## src/design/lpp_pkg.sv

```systemverilog
// Shared types and constants for the long-press power controller.
package lpp_pkg;

    localparam int CFG_W    = 16;
    localparam int CFG_IDX_W = 3;
    localparam int DEB_W    = 8;
    localparam int CNT_W    = 16;
    localparam int PULSE_W  = 3;

    typedef enum logic [CFG_IDX_W-1:0] {
        REG_DEBOUNCE      = 3'd0,
        REG_LONG_PRESS    = 3'd1,
        REG_BLINK_PERIOD  = 3'd2,
        REG_BLINK_ON      = 3'd3,
        REG_BOOT_ON       = 3'd4,
        REG_BOOT_OFF      = 3'd5,
        REG_SHUTDOWN_ON   = 3'd6,
        REG_SHUTDOWN_OFF  = 3'd7
    } reg_idx_t;

    typedef enum logic [1:0] {
        MODE_OFF      = 2'd0,
        MODE_BOOTING  = 2'd1,
        MODE_ON       = 2'd2,
        MODE_SHUTDOWN = 2'd3
    } mode_t;

    typedef enum logic [4:0] {
        PH_IDLE     = 5'b00001,
        PH_DEBOUNCE = 5'b00010,
        PH_TIMING   = 5'b00100,
        PH_SEQ      = 5'b01000,
        PH_WAIT     = 5'b10000
    } phase_t;

    typedef struct packed {
        logic [DEB_W-1:0] debounce_ticks;
        logic [CNT_W-1:0] long_press_ticks;
        logic [CNT_W-1:0] hold_blink_period;
        logic [CNT_W-1:0] hold_blink_on;
        logic [CNT_W-1:0] boot_pulse_on;
        logic [CNT_W-1:0] boot_pulse_off;
        logic [CNT_W-1:0] shutdown_pulse_on;
        logic [CNT_W-1:0] shutdown_pulse_off;
    } cfg_t;

    typedef struct packed {
        logic       led;
        logic [1:0] power_state;
        logic       press_timing;
        logic       long_press_event;
        logic       short_press_ignored;
    } result_t;

endpackage

```

## src/design/lpp_if.sv

```systemverilog
// Valid/ready channel interfaces for button samples and controller results.
interface lpp_in_if;
    logic valid;
    logic ready;
    logic button_level;

    modport source (output valid, output button_level, input ready);
    modport sink   (input valid, input button_level, output ready);
endinterface

interface lpp_out_if;
    logic       valid;
    logic       ready;
    logic       led;
    logic [1:0] power_state;
    logic       press_timing;
    logic       long_press_event;
    logic       short_press_ignored;

    modport source (output valid, output led, output power_state, output press_timing,
                    output long_press_event, output short_press_ignored, input ready);
    modport sink   (input valid, input led, input power_state, input press_timing,
                    input long_press_event, input short_press_ignored, output ready);
endinterface

```

## src/design/long_press_power_controller.sv

```systemverilog
// Long-press power button controller: top level.
//
// in_ch carries one raw button sample per millisecond tick (0 pressed,
// 1 released). Each transfer on in_ch yields exactly one result transfer on
// out_ch: LED drive, power state, press timing flag and the one-tick
// long-press and ignored-short-press pulses.
// The result of a sample is on out_ch in the cycle after its transfer.
// Throughput is one sample per cycle while out_ch.ready is high; the next-state
// logic of the press and sequence counters is a single pass between the state
// registers and the result register.
// in_ch.ready is high while the result register is empty or being drained,
// so a stalled receiver holds its result and stalls the input one for one.
// Reset empties the result register, puts power off, press phase idle and
// loads the configuration registers with their defaults (20, 3000, 500,
// 250, 250, 150, 150, 100 ticks). Configuration writes through cfg_wr_en,
// cfg_index and cfg_data take effect at once and are meant for idle time.
module long_press_power_controller #(
    parameter int SEQ_PULSES = 5,
    parameter int TICK_BITS  = 16
) (
    input  logic                           clk,
    input  logic                           rst_n,
    input  logic                           cfg_wr_en,
    input  logic [lpp_pkg::CFG_IDX_W-1:0]  cfg_index,
    input  logic [lpp_pkg::CFG_W-1:0]      cfg_data,
    lpp_in_if.sink                         in_ch,
    lpp_out_if.source                      out_ch
);
    import lpp_pkg::*;

    cfg_t    cfg;
    result_t result;
    logic    can_load;
    logic    accept;

    assign in_ch.ready = can_load;
    assign accept      = in_ch.valid && can_load;

    lpp_cfg u_cfg (
        .clk   (clk),
        .rst_n (rst_n),
        .wr_en (cfg_wr_en),
        .index (cfg_index),
        .data  (cfg_data),
        .cfg   (cfg)
    );

    lpp_core #(
        .SEQ_PULSES (SEQ_PULSES),
        .TICK_BITS  (TICK_BITS)
    ) u_core (
        .clk          (clk),
        .rst_n        (rst_n),
        .accept       (accept),
        .button_level (in_ch.button_level),
        .cfg          (cfg),
        .result       (result)
    );

    lpp_out u_out (
        .clk      (clk),
        .rst_n    (rst_n),
        .load     (accept),
        .result   (result),
        .can_load (can_load),
        .out_ch   (out_ch)
    );
endmodule

```

## src/design/lpp_cfg.sv

```systemverilog
// Configuration register file for the long-press power controller.
module lpp_cfg (
    input  logic                           clk,
    input  logic                           rst_n,
    input  logic                           wr_en,
    input  logic [lpp_pkg::CFG_IDX_W-1:0]  index,
    input  logic [lpp_pkg::CFG_W-1:0]      data,
    output lpp_pkg::cfg_t                  cfg
);
    import lpp_pkg::*;

    cfg_t cfg_reg;

    always_ff @(posedge clk or negedge rst_n)
    begin
        if (!rst_n)
        begin
            cfg_reg.debounce_ticks     <= DEB_W'(20);
            cfg_reg.long_press_ticks   <= CNT_W'(3000);
            cfg_reg.hold_blink_period  <= CNT_W'(500);
            cfg_reg.hold_blink_on      <= CNT_W'(250);
            cfg_reg.boot_pulse_on      <= CNT_W'(250);
            cfg_reg.boot_pulse_off     <= CNT_W'(150);
            cfg_reg.shutdown_pulse_on  <= CNT_W'(150);
            cfg_reg.shutdown_pulse_off <= CNT_W'(100);
        end
        else if (wr_en)
        begin
            case (reg_idx_t'(index))
                REG_DEBOUNCE:     cfg_reg.debounce_ticks     <= data[DEB_W-1:0];
                REG_LONG_PRESS:   cfg_reg.long_press_ticks   <= data;
                REG_BLINK_PERIOD: cfg_reg.hold_blink_period  <= data;
                REG_BLINK_ON:     cfg_reg.hold_blink_on      <= data;
                REG_BOOT_ON:      cfg_reg.boot_pulse_on      <= data;
                REG_BOOT_OFF:     cfg_reg.boot_pulse_off     <= data;
                REG_SHUTDOWN_ON:  cfg_reg.shutdown_pulse_on  <= data;
                REG_SHUTDOWN_OFF: cfg_reg.shutdown_pulse_off <= data;
                default:          cfg_reg <= cfg_reg;
            endcase
        end
    end

    assign cfg = cfg_reg;
endmodule

```

## src/design/lpp_core.sv

```systemverilog
// Press timing and power sequencing state with its per-sample next-state logic.
module lpp_core #(
    parameter int SEQ_PULSES = 5,
    parameter int TICK_BITS  = 16
) (
    input  logic              clk,
    input  logic              rst_n,
    input  logic              accept,
    input  logic              button_level,
    input  lpp_pkg::cfg_t     cfg,
    output lpp_pkg::result_t  result
);
    import lpp_pkg::*;

    localparam int CMP_W = (TICK_BITS > CNT_W) ? TICK_BITS : CNT_W;
    localparam logic [TICK_BITS-1:0] TICK_MAX = '1;

    mode_t                mode_reg, mode_next;
    phase_t               phase_reg, phase_next;
    logic                 last_reg, last_next;
    logic [TICK_BITS-1:0] hold_reg, hold_next;
    logic [CNT_W-1:0]     blink_reg, blink_next;
    logic [PULSE_W-1:0]   pidx_reg, pidx_next;
    logic                 lit_reg, lit_next;
    logic [CNT_W-1:0]     pcnt_reg, pcnt_next;

    logic [TICK_BITS-1:0] hold_adv;
    logic [CNT_W-1:0]     blink_inc, blink_adv;
    logic [CMP_W-1:0]     hold_cmp;
    logic                 do_eval;
    logic                 led, ev, ign;
    logic                 boot;
    logic [CNT_W-1:0]     on_t, off_t, pcnt_t;
    logic [PULSE_W-1:0]   pidx_t;
    logic                 seq_done;

    always_comb
    begin
        hold_adv  = (hold_reg == TICK_MAX) ? hold_reg : hold_reg + 1'b1;
        blink_inc = blink_reg + 1'b1;
        blink_adv = (cfg.hold_blink_period != '0 && blink_inc >= cfg.hold_blink_period)
                    ? '0 : blink_inc;
        boot      = (mode_reg == MODE_BOOTING);
        on_t      = boot ? cfg.boot_pulse_on  : cfg.shutdown_pulse_on;
        off_t     = boot ? cfg.boot_pulse_off : cfg.shutdown_pulse_off;
    end

    always_comb
    begin
        mode_next  = mode_reg;
        phase_next = phase_reg;
        last_next  = button_level;
        hold_next  = hold_reg;
        blink_next = blink_reg;
        pidx_next  = pidx_reg;
        lit_next   = lit_reg;
        pcnt_next  = pcnt_reg;
        led        = (mode_reg == MODE_ON);
        ev         = 1'b0;
        ign        = 1'b0;
        do_eval    = 1'b0;
        pcnt_t     = pcnt_reg;
        pidx_t     = pidx_reg;
        seq_done   = 1'b0;
        hold_cmp   = '0;

        case (phase_reg)
            PH_DEBOUNCE:
            begin
                hold_next  = hold_adv;
                blink_next = blink_adv;
                if (CMP_W'(hold_adv) >= CMP_W'(cfg.debounce_ticks))
                begin
                    if (!button_level)
                        do_eval = 1'b1;
                    else
                        phase_next = PH_IDLE;
                end
            end
            PH_TIMING:
            begin
                hold_next  = hold_adv;
                blink_next = blink_adv;
                do_eval    = 1'b1;
            end
            PH_SEQ:
            begin
                if (lit_reg)
                begin
                    if (pcnt_reg >= on_t)
                    begin
                        lit_next = 1'b0;
                        pcnt_t   = '0;
                    end
                end
                else if (pcnt_reg >= off_t)
                begin
                    pcnt_t = '0;
                    pidx_t = pidx_reg + 1'b1;
                    if (32'(pidx_t) >= SEQ_PULSES)
                        seq_done = 1'b1;
                    else
                        lit_next = 1'b1;
                end
                if (seq_done)
                begin
                    mode_next  = boot ? MODE_ON : MODE_OFF;
                    phase_next = PH_WAIT;
                    pidx_next  = '0;
                    pcnt_next  = pcnt_t;
                    led        = !boot ? 1'b0 : 1'b1;
                end
                else
                begin
                    pidx_next = pidx_t;
                    led       = lit_next;
                    pcnt_next = pcnt_t + 1'b1;
                end
            end
            PH_WAIT:
            begin
                if (button_level)
                    phase_next = PH_IDLE;
            end
            default:
            begin
                phase_next = PH_IDLE;
                if (last_reg && !button_level)
                begin
                    hold_next  = '0;
                    blink_next = '0;
                    if (cfg.debounce_ticks == '0)
                        do_eval = 1'b1;
                    else
                        phase_next = PH_DEBOUNCE;
                end
            end
        endcase

        if (do_eval)
        begin
            hold_cmp = CMP_W'(hold_next);
            if (button_level)
            begin
                ign        = 1'b1;
                phase_next = PH_IDLE;
            end
            else if (hold_cmp >= CMP_W'(cfg.long_press_ticks))
            begin
                ev         = 1'b1;
                mode_next  = (mode_reg == MODE_ON) ? MODE_SHUTDOWN : MODE_BOOTING;
                phase_next = PH_SEQ;
                pidx_next  = '0;
                lit_next   = 1'b1;
                pcnt_next  = CNT_W'(1);
                led        = 1'b1;
            end
            else
            begin
                phase_next = PH_TIMING;
                if (mode_reg == MODE_OFF)
                    led = (blink_next < cfg.hold_blink_on);
            end
        end
    end

    always_ff @(posedge clk or negedge rst_n)
    begin
        if (!rst_n)
        begin
            mode_reg  <= MODE_OFF;
            phase_reg <= PH_IDLE;
            last_reg  <= 1'b1;
            hold_reg  <= '0;
            blink_reg <= '0;
            pidx_reg  <= '0;
            lit_reg   <= 1'b0;
            pcnt_reg  <= '0;
        end
        else if (accept)
        begin
            mode_reg  <= mode_next;
            phase_reg <= phase_next;
            last_reg  <= last_next;
            hold_reg  <= hold_next;
            blink_reg <= blink_next;
            pidx_reg  <= pidx_next;
            lit_reg   <= lit_next;
            pcnt_reg  <= pcnt_next;
        end
    end

    assign result.led                 = led;
    assign result.power_state         = mode_next;
    assign result.press_timing        = (phase_next == PH_TIMING);
    assign result.long_press_event    = ev;
    assign result.short_press_ignored = ign;
endmodule

```

## src/design/lpp_out.sv

```systemverilog
// Result register between the sample logic and the output channel.
module lpp_out (
    input  logic              clk,
    input  logic              rst_n,
    input  logic              load,
    input  lpp_pkg::result_t  result,
    output logic              can_load,
    lpp_out_if.source         out_ch
);
    import lpp_pkg::*;

    logic    valid_reg;
    result_t res_reg;

    assign can_load = !valid_reg || out_ch.ready;

    always_ff @(posedge clk or negedge rst_n)
    begin
        if (!rst_n)
            valid_reg <= 1'b0;
        else if (load)
            valid_reg <= 1'b1;
        else if (out_ch.ready)
            valid_reg <= 1'b0;
    end

    always_ff @(posedge clk)
    begin
        if (load)
            res_reg <= result;
    end

    assign out_ch.valid               = valid_reg;
    assign out_ch.led                 = res_reg.led;
    assign out_ch.power_state         = res_reg.power_state;
    assign out_ch.press_timing        = res_reg.press_timing;
    assign out_ch.long_press_event    = res_reg.long_press_event;
    assign out_ch.short_press_ignored = res_reg.short_press_ignored;
endmodule

```

## src/flat_wrapper.sv

```systemverilog
// flat-port wrapper written by rule: the top's interface ports become plain ports
module long_press_power_controller_flat import lpp_pkg::*;
#(
    parameter int SEQ_PULSES = 5,
    parameter int TICK_BITS  = 16
)
  (clk, rst_n, cfg_wr_en, cfg_index, cfg_data, in_ch_valid, in_ch_button_level, in_ch_ready, out_ch_valid, out_ch_led, out_ch_power_state, out_ch_press_timing, out_ch_long_press_event, out_ch_short_press_ignored, out_ch_ready);
  lpp_in_if in_ch_i ();
  lpp_out_if out_ch_i ();
  input  logic clk;
  input  logic rst_n;
  input  logic cfg_wr_en;
  input  logic [lpp_pkg::CFG_IDX_W-1:0] cfg_index;
  input  logic [lpp_pkg::CFG_W-1:0] cfg_data;
  input wire logic [$bits(in_ch_i.valid)-1:0] in_ch_valid;
  input wire logic [$bits(in_ch_i.button_level)-1:0] in_ch_button_level;
  output wire logic [$bits(in_ch_i.ready)-1:0] in_ch_ready;
  output wire logic [$bits(out_ch_i.valid)-1:0] out_ch_valid;
  output wire logic [$bits(out_ch_i.led)-1:0] out_ch_led;
  output wire logic [$bits(out_ch_i.power_state)-1:0] out_ch_power_state;
  output wire logic [$bits(out_ch_i.press_timing)-1:0] out_ch_press_timing;
  output wire logic [$bits(out_ch_i.long_press_event)-1:0] out_ch_long_press_event;
  output wire logic [$bits(out_ch_i.short_press_ignored)-1:0] out_ch_short_press_ignored;
  input wire logic [$bits(out_ch_i.ready)-1:0] out_ch_ready;
  assign in_ch_i.valid = in_ch_valid;
  assign in_ch_i.button_level = in_ch_button_level;
  assign in_ch_ready = in_ch_i.ready;
  assign out_ch_valid = out_ch_i.valid;
  assign out_ch_led = out_ch_i.led;
  assign out_ch_power_state = out_ch_i.power_state;
  assign out_ch_press_timing = out_ch_i.press_timing;
  assign out_ch_long_press_event = out_ch_i.long_press_event;
  assign out_ch_short_press_ignored = out_ch_i.short_press_ignored;
  assign out_ch_i.ready = out_ch_ready;
  long_press_power_controller #(.SEQ_PULSES(SEQ_PULSES), .TICK_BITS(TICK_BITS)) u_core (.clk(clk), .rst_n(rst_n), .cfg_wr_en(cfg_wr_en), .cfg_index(cfg_index), .cfg_data(cfg_data), .in_ch(in_ch_i), .out_ch(out_ch_i));
endmodule
```

## config.mk

```make
export PLATFORM = sky130hd
export DESIGN_NAME = long_press_power_controller_flat
export DESIGN_NICKNAME = d
export VERILOG_FILES = /design/src/design/lpp_pkg.sv /design/src/design/lpp_if.sv /design/src/design/long_press_power_controller.sv /design/src/design/lpp_cfg.sv /design/src/design/lpp_core.sv /design/src/design/lpp_out.sv /design/src/flat_wrapper.sv
export SDC_FILE = /design/constraint.sdc
export NUM_CORES = 1
export LEC_CHECK = 0
export ABC_CLOCK_PERIOD_IN_PS = 6200
export BUFFER_PORTS_ARGS = -buffer_cell sky130_fd_sc_hd__buf_2
export CAP_MARGIN = 30
export CELL_PAD_IN_SITES_DETAIL_PLACEMENT = 1
export CELL_PAD_IN_SITES_GLOBAL_PLACEMENT = 1
export CORE_MARGIN = 4
export CORE_UTILIZATION = 40
export DETAILED_ROUTE_END_ITERATION = 8
export PLACE_DENSITY_LB_ADDON = 0.1
export SYNTH_ARGS = -nofsm -noshare
export SYNTH_HDL_FRONTEND = slang
export SYNTH_SLANG_ARGS = --single-unit
```

## constraint.sdc

```tcl
create_clock -name clk -period 6.2 [get_ports clk]
set_clock_uncertainty 0.1 [all_clocks]
set_input_delay 1.55 -clock clk [delete_from_list [all_inputs] [get_ports clk]]
set_output_delay 1.55 -clock clk [all_outputs]
set_load 0.005 [all_outputs]
```

==> run_results.csv <==
group,metric,value,unit
sta,worst_pin_slew,946,ps
cells_and_area,final_area,12600,µm²
cells_and_area,antenna_cells,0,
critical_path,slowest_stage,"dfrtp_1",
detailed_routing,viasPerCell,5.63,
cells_and_area,fin_nets,1300,
clock_tree,clk_latency,440,ps
critical_path,cp_cell_sequence,"ha_1 > and3_1 > and3_1 > and3_1 > nand3_1 > xor2_1 > inv_1 > ha_1 > and4_1 > a221oi_1 > o21ai_0 > a21o_1 > buf_4 > o21ai_0 > ha_1 > a21o_1 > a21o_1 > a21o_1 > a211oi_1 > o21a_1 > o2111ai_1 > and3_1 > o221ai_1",
clock_tree,cts_made_buffers,17,
hold_path,hold_class,"register to register",
global_route,grt_pass1_wl,52.6,mm
critical_path,worstPathMaxFanout,12,
clock_tree,clkSlewWorstSetupHoldPaths,80,ps
outcome,status,"completed",
sta,fin_ws,607,ps
global_route,grt_overflow_total,0,
critical_path,start_kind,"register",
die,die_h,177,µm
placement,dpl-instance-area,12000,µm²
critical_path,cp.buffers_inverters,2,
sta,rsz0062_at_grt,"false",
sta,max_freq,179,MHz
sta,fin_crit_sh,90.2,%
die,num_rows,61,
critical_path,critical-path-max-stage-delay,480,ps
synthesis,ys_types,77,
placement,numPortBuffers,32,
detailed_routing,routed_wl,32.7,mm
die,coreArea,27900,µm²
critical_path,cpLargestDelayFamily,"compound AO/OA/AOI/OAI gates",
critical_path,critPathKind,"register to register",
cells_and_area,drive_gt1_share,19.9,%
clock_tree,cts_setup_buffers,0,
die,die_x,177,µm
synthesis,syn_area,11400,µm²
synthesis,seq_area_frac_synth,41.7,%
synthesis,synth-edff-count,6,
cells_and_area,n_fill_cell,3195,
clock_tree,cts_tree,"built",
synthesis,yosys.area.top_type_share,30.9,%
detailed_routing,drt_iter0_drc,470,
synthesis,synth_cells,1167,
sta,relSlewSlack,36.6,%
synthesis,synth_area_leaders,"dfrtp_1 31%, ha_1 10%, dfstp_2 9.2%",
sta,setup_tns,0,ps
detailed_routing,wire_per_inst,20.8,µm
sta,setup_viol,0,
die,start_util,40.9,%
critical_path,endpoint_kind,"register",
clock_tree,cts-htree-levels,4,
global_route,antenna_found_initial,0,
sta,drv_slew,0,
detailed_routing,route.detailed.drc,0,
power_and_ir_drop,p_leak,0.00562,µW
detailed_routing,ant_nets,0,
critical_path,crit_required,6370,ps
cells_and_area,area_growth,10.5,%
clock_tree,clock-sinks,187,
global_route,grt_max_degree,104,
placement,gp_congestion,0.840,
clock_tree,hold_buffers,0,
sta,hold_viol,0,
global_route,grt_pass1_vias,9281,
synthesis,synth_nets,1284,
power_and_ir_drop,vdd_drop_max,138,µV
clock_tree,postCtsResizedCells,0,
power_and_ir_drop,p_total,3740,µW
synthesis,async_reset_ff_share,96.8,%
placement,place.detailed.hpwl,24.0,mm
die,die-area,31300,µm²
run,cap_violations,0,
global_route,grt_usage,21.5,%
cells_and_area,largest_reg_flops,120,
clock_tree,cts.path.max_buffers,2,
synthesis,syn_area_per_cell,9.78,µm²
die,io_pins,33,
synthesis,ys_ff_latch,187,
placement,dp_slack,622,ps
clock_tree,root_buffer,"clkbuf_16",
power_and_ir_drop,power_density,297,nW/µm²
critical_path,rrSetupSlack,610,ps
detailed_routing,drtPass1Iterations,7,
critical_path,cp.arrival,5770,ps
synthesis,yosysWarningCount,0,
detailed_routing,vias,8858,
sta,fin_crit,5590,ps
synthesis,yosysTopAreaCell,"dfrtp_1",
synthesis,ys.flop_type,"dfrtp_1",
==> synthesized netlist by cell type, drive strengths merged (7+ instances only) <==
library cell,n
nand2,145
a31oi,17
dfstp,40
nand2b,16
clkbuf,42
ha,92
dfrtp,141
mux2i,34
inv,78
nor3,15
xor2,12
a21oi,42
nand3,35
nor2,40
xnor2,13
nor2b,8
o21ai,115
mux2,87
nand4,18
o211ai,16
buf,11
or4,11
and3,17
a22o,7
nor4,15
a21o,23
==> placed cells by master (no fill, tap or decap), drive strengths merged, types with 7 or more instances in the layout <==
cell / synthesis / routed
nand3: 35 / 35
nor4: 15 / 15
nor2b: 8 / 8
nand2: 145 / 145
dfstp: 40 / 40
and3: 17 / 17
nand4: 18 / 18
or4: 11 / 11
mux2: 87 / 87
clkinv: 0 / 7
nand2b: 16 / 16
a21o: 23 / 23
xor2: 12 / 12
a22o: 7 / 7
ha: 92 / 92
xnor2: 13 / 13
inv: 78 / 86
o21ai: 115 / 115
nor3: 15 / 15
mux2i: 34 / 34
clkbuf: 42 / 18
buf: 11 / 49
dfrtp: 141 / 141
a31oi: 17 / 17
a21oi: 42 / 42
o211ai: 16 / 16
nor2: 40 / 40
==> cells by family after synthesis <==
family	count (synthesis)	synth area share, %
multiplexers	121	11.6
flip-flops	187	41.7
AND/OR/NAND/NOR	338	15.0
AO/OA/AOI/OAI	273	15.2
adder cells (fa/ha/maj)	92	10.1
buffers and inverters	131	4.53
XOR/XNOR	25	1.92
==> path summary, 6_finish.rpt <==
path,startpoint,to,depth (start not counted)
worst max-delay path,u_core.u_core.blink_reg[0],u_core.u_out.out_ch.led,23
worst min-delay path,u_core.u_core.last_reg,u_core.u_core.last_reg,2
worst max register to register,u_core.u_core.blink_reg[0],u_core.u_out.out_ch.led,23
worst min register to register,u_core.u_core.last_reg,u_core.u_core.last_reg,2
max in group asynchronous,rst_n,u_core.u_core.last_reg,2
min in group asynchronous,rst_n,u_core.u_cfg.cfg[11],1
==> area by class of cell <==
type                       count  area, µm²  share of cell area [%]
multi-input combinational    849       6170                    48.9
clock buffer                  17        425                    3.37
sequential                   187       4760                    37.7
timing repair buffer          50        317                    2.51
tap                          378        473                    3.75
clock inverter                15        174                    1.38
inverter                      78        293                    2.32
==> worst reg2reg max path, cell delays in order (launching register included) <==
cell,delay [ps]
dfrtp_1,480
ha_1,280
and3_1,260
and3_1,340
and3_1,280
nand3_1,110
xor2_1,210
inv_1,80
ha_1,290
and4_1,170
a221oi_1,240
o21ai_0,120
a21o_1,340
buf_4,250
o21ai_0,210
ha_1,280
a21o_1,160
a21o_1,170
a21o_1,170
a211oi_1,240
o21a_1,180
o2111ai_1,110
and3_1,190
o221ai_1,160
==> through the flow <==
stage / instances / utilization (%) / hold WS, ps
floorplan: 1167 / - / 368
global placement: 1542 / 43.0 / 383
detailed placement: 1542 / 43.0 / 386
CTS: 1574 / 45.1 / 398
global route: 1574 / 45.1 / 423
finish: 1574 / 45.1 / 395
==> routing by layer <==
| layer | part of all wire [%] | vias up | global-route usage, % | wire [µm] |
|---|---|---|---|---|
| li1 | - | 4234 | - | - |
| met2 | 48 | 85 | 36.2 | 15800 |
| met5 | 0 | - | 0 | 0 |
| met4 | 1.1 | 0 | 4.61 | 354 |
| met3 | 1.8 | 17 | 2.41 | 594 |
| met1 | 49 | 4522 | 30.0 | 15900 |
==> where the power goes <==
part / leakage (µW) / total (µW) / switching, µW / internal [µW]
sequential: 0.00222 / 1660 / 175 / 1480
clock: 0.000292 / 1120 / 576 / 548
combinational: 0.00312 / 961 / 549 / 412
total: 0.00562 / 3740 / 1300 / 2440
(Power assumes the default switching activity.)
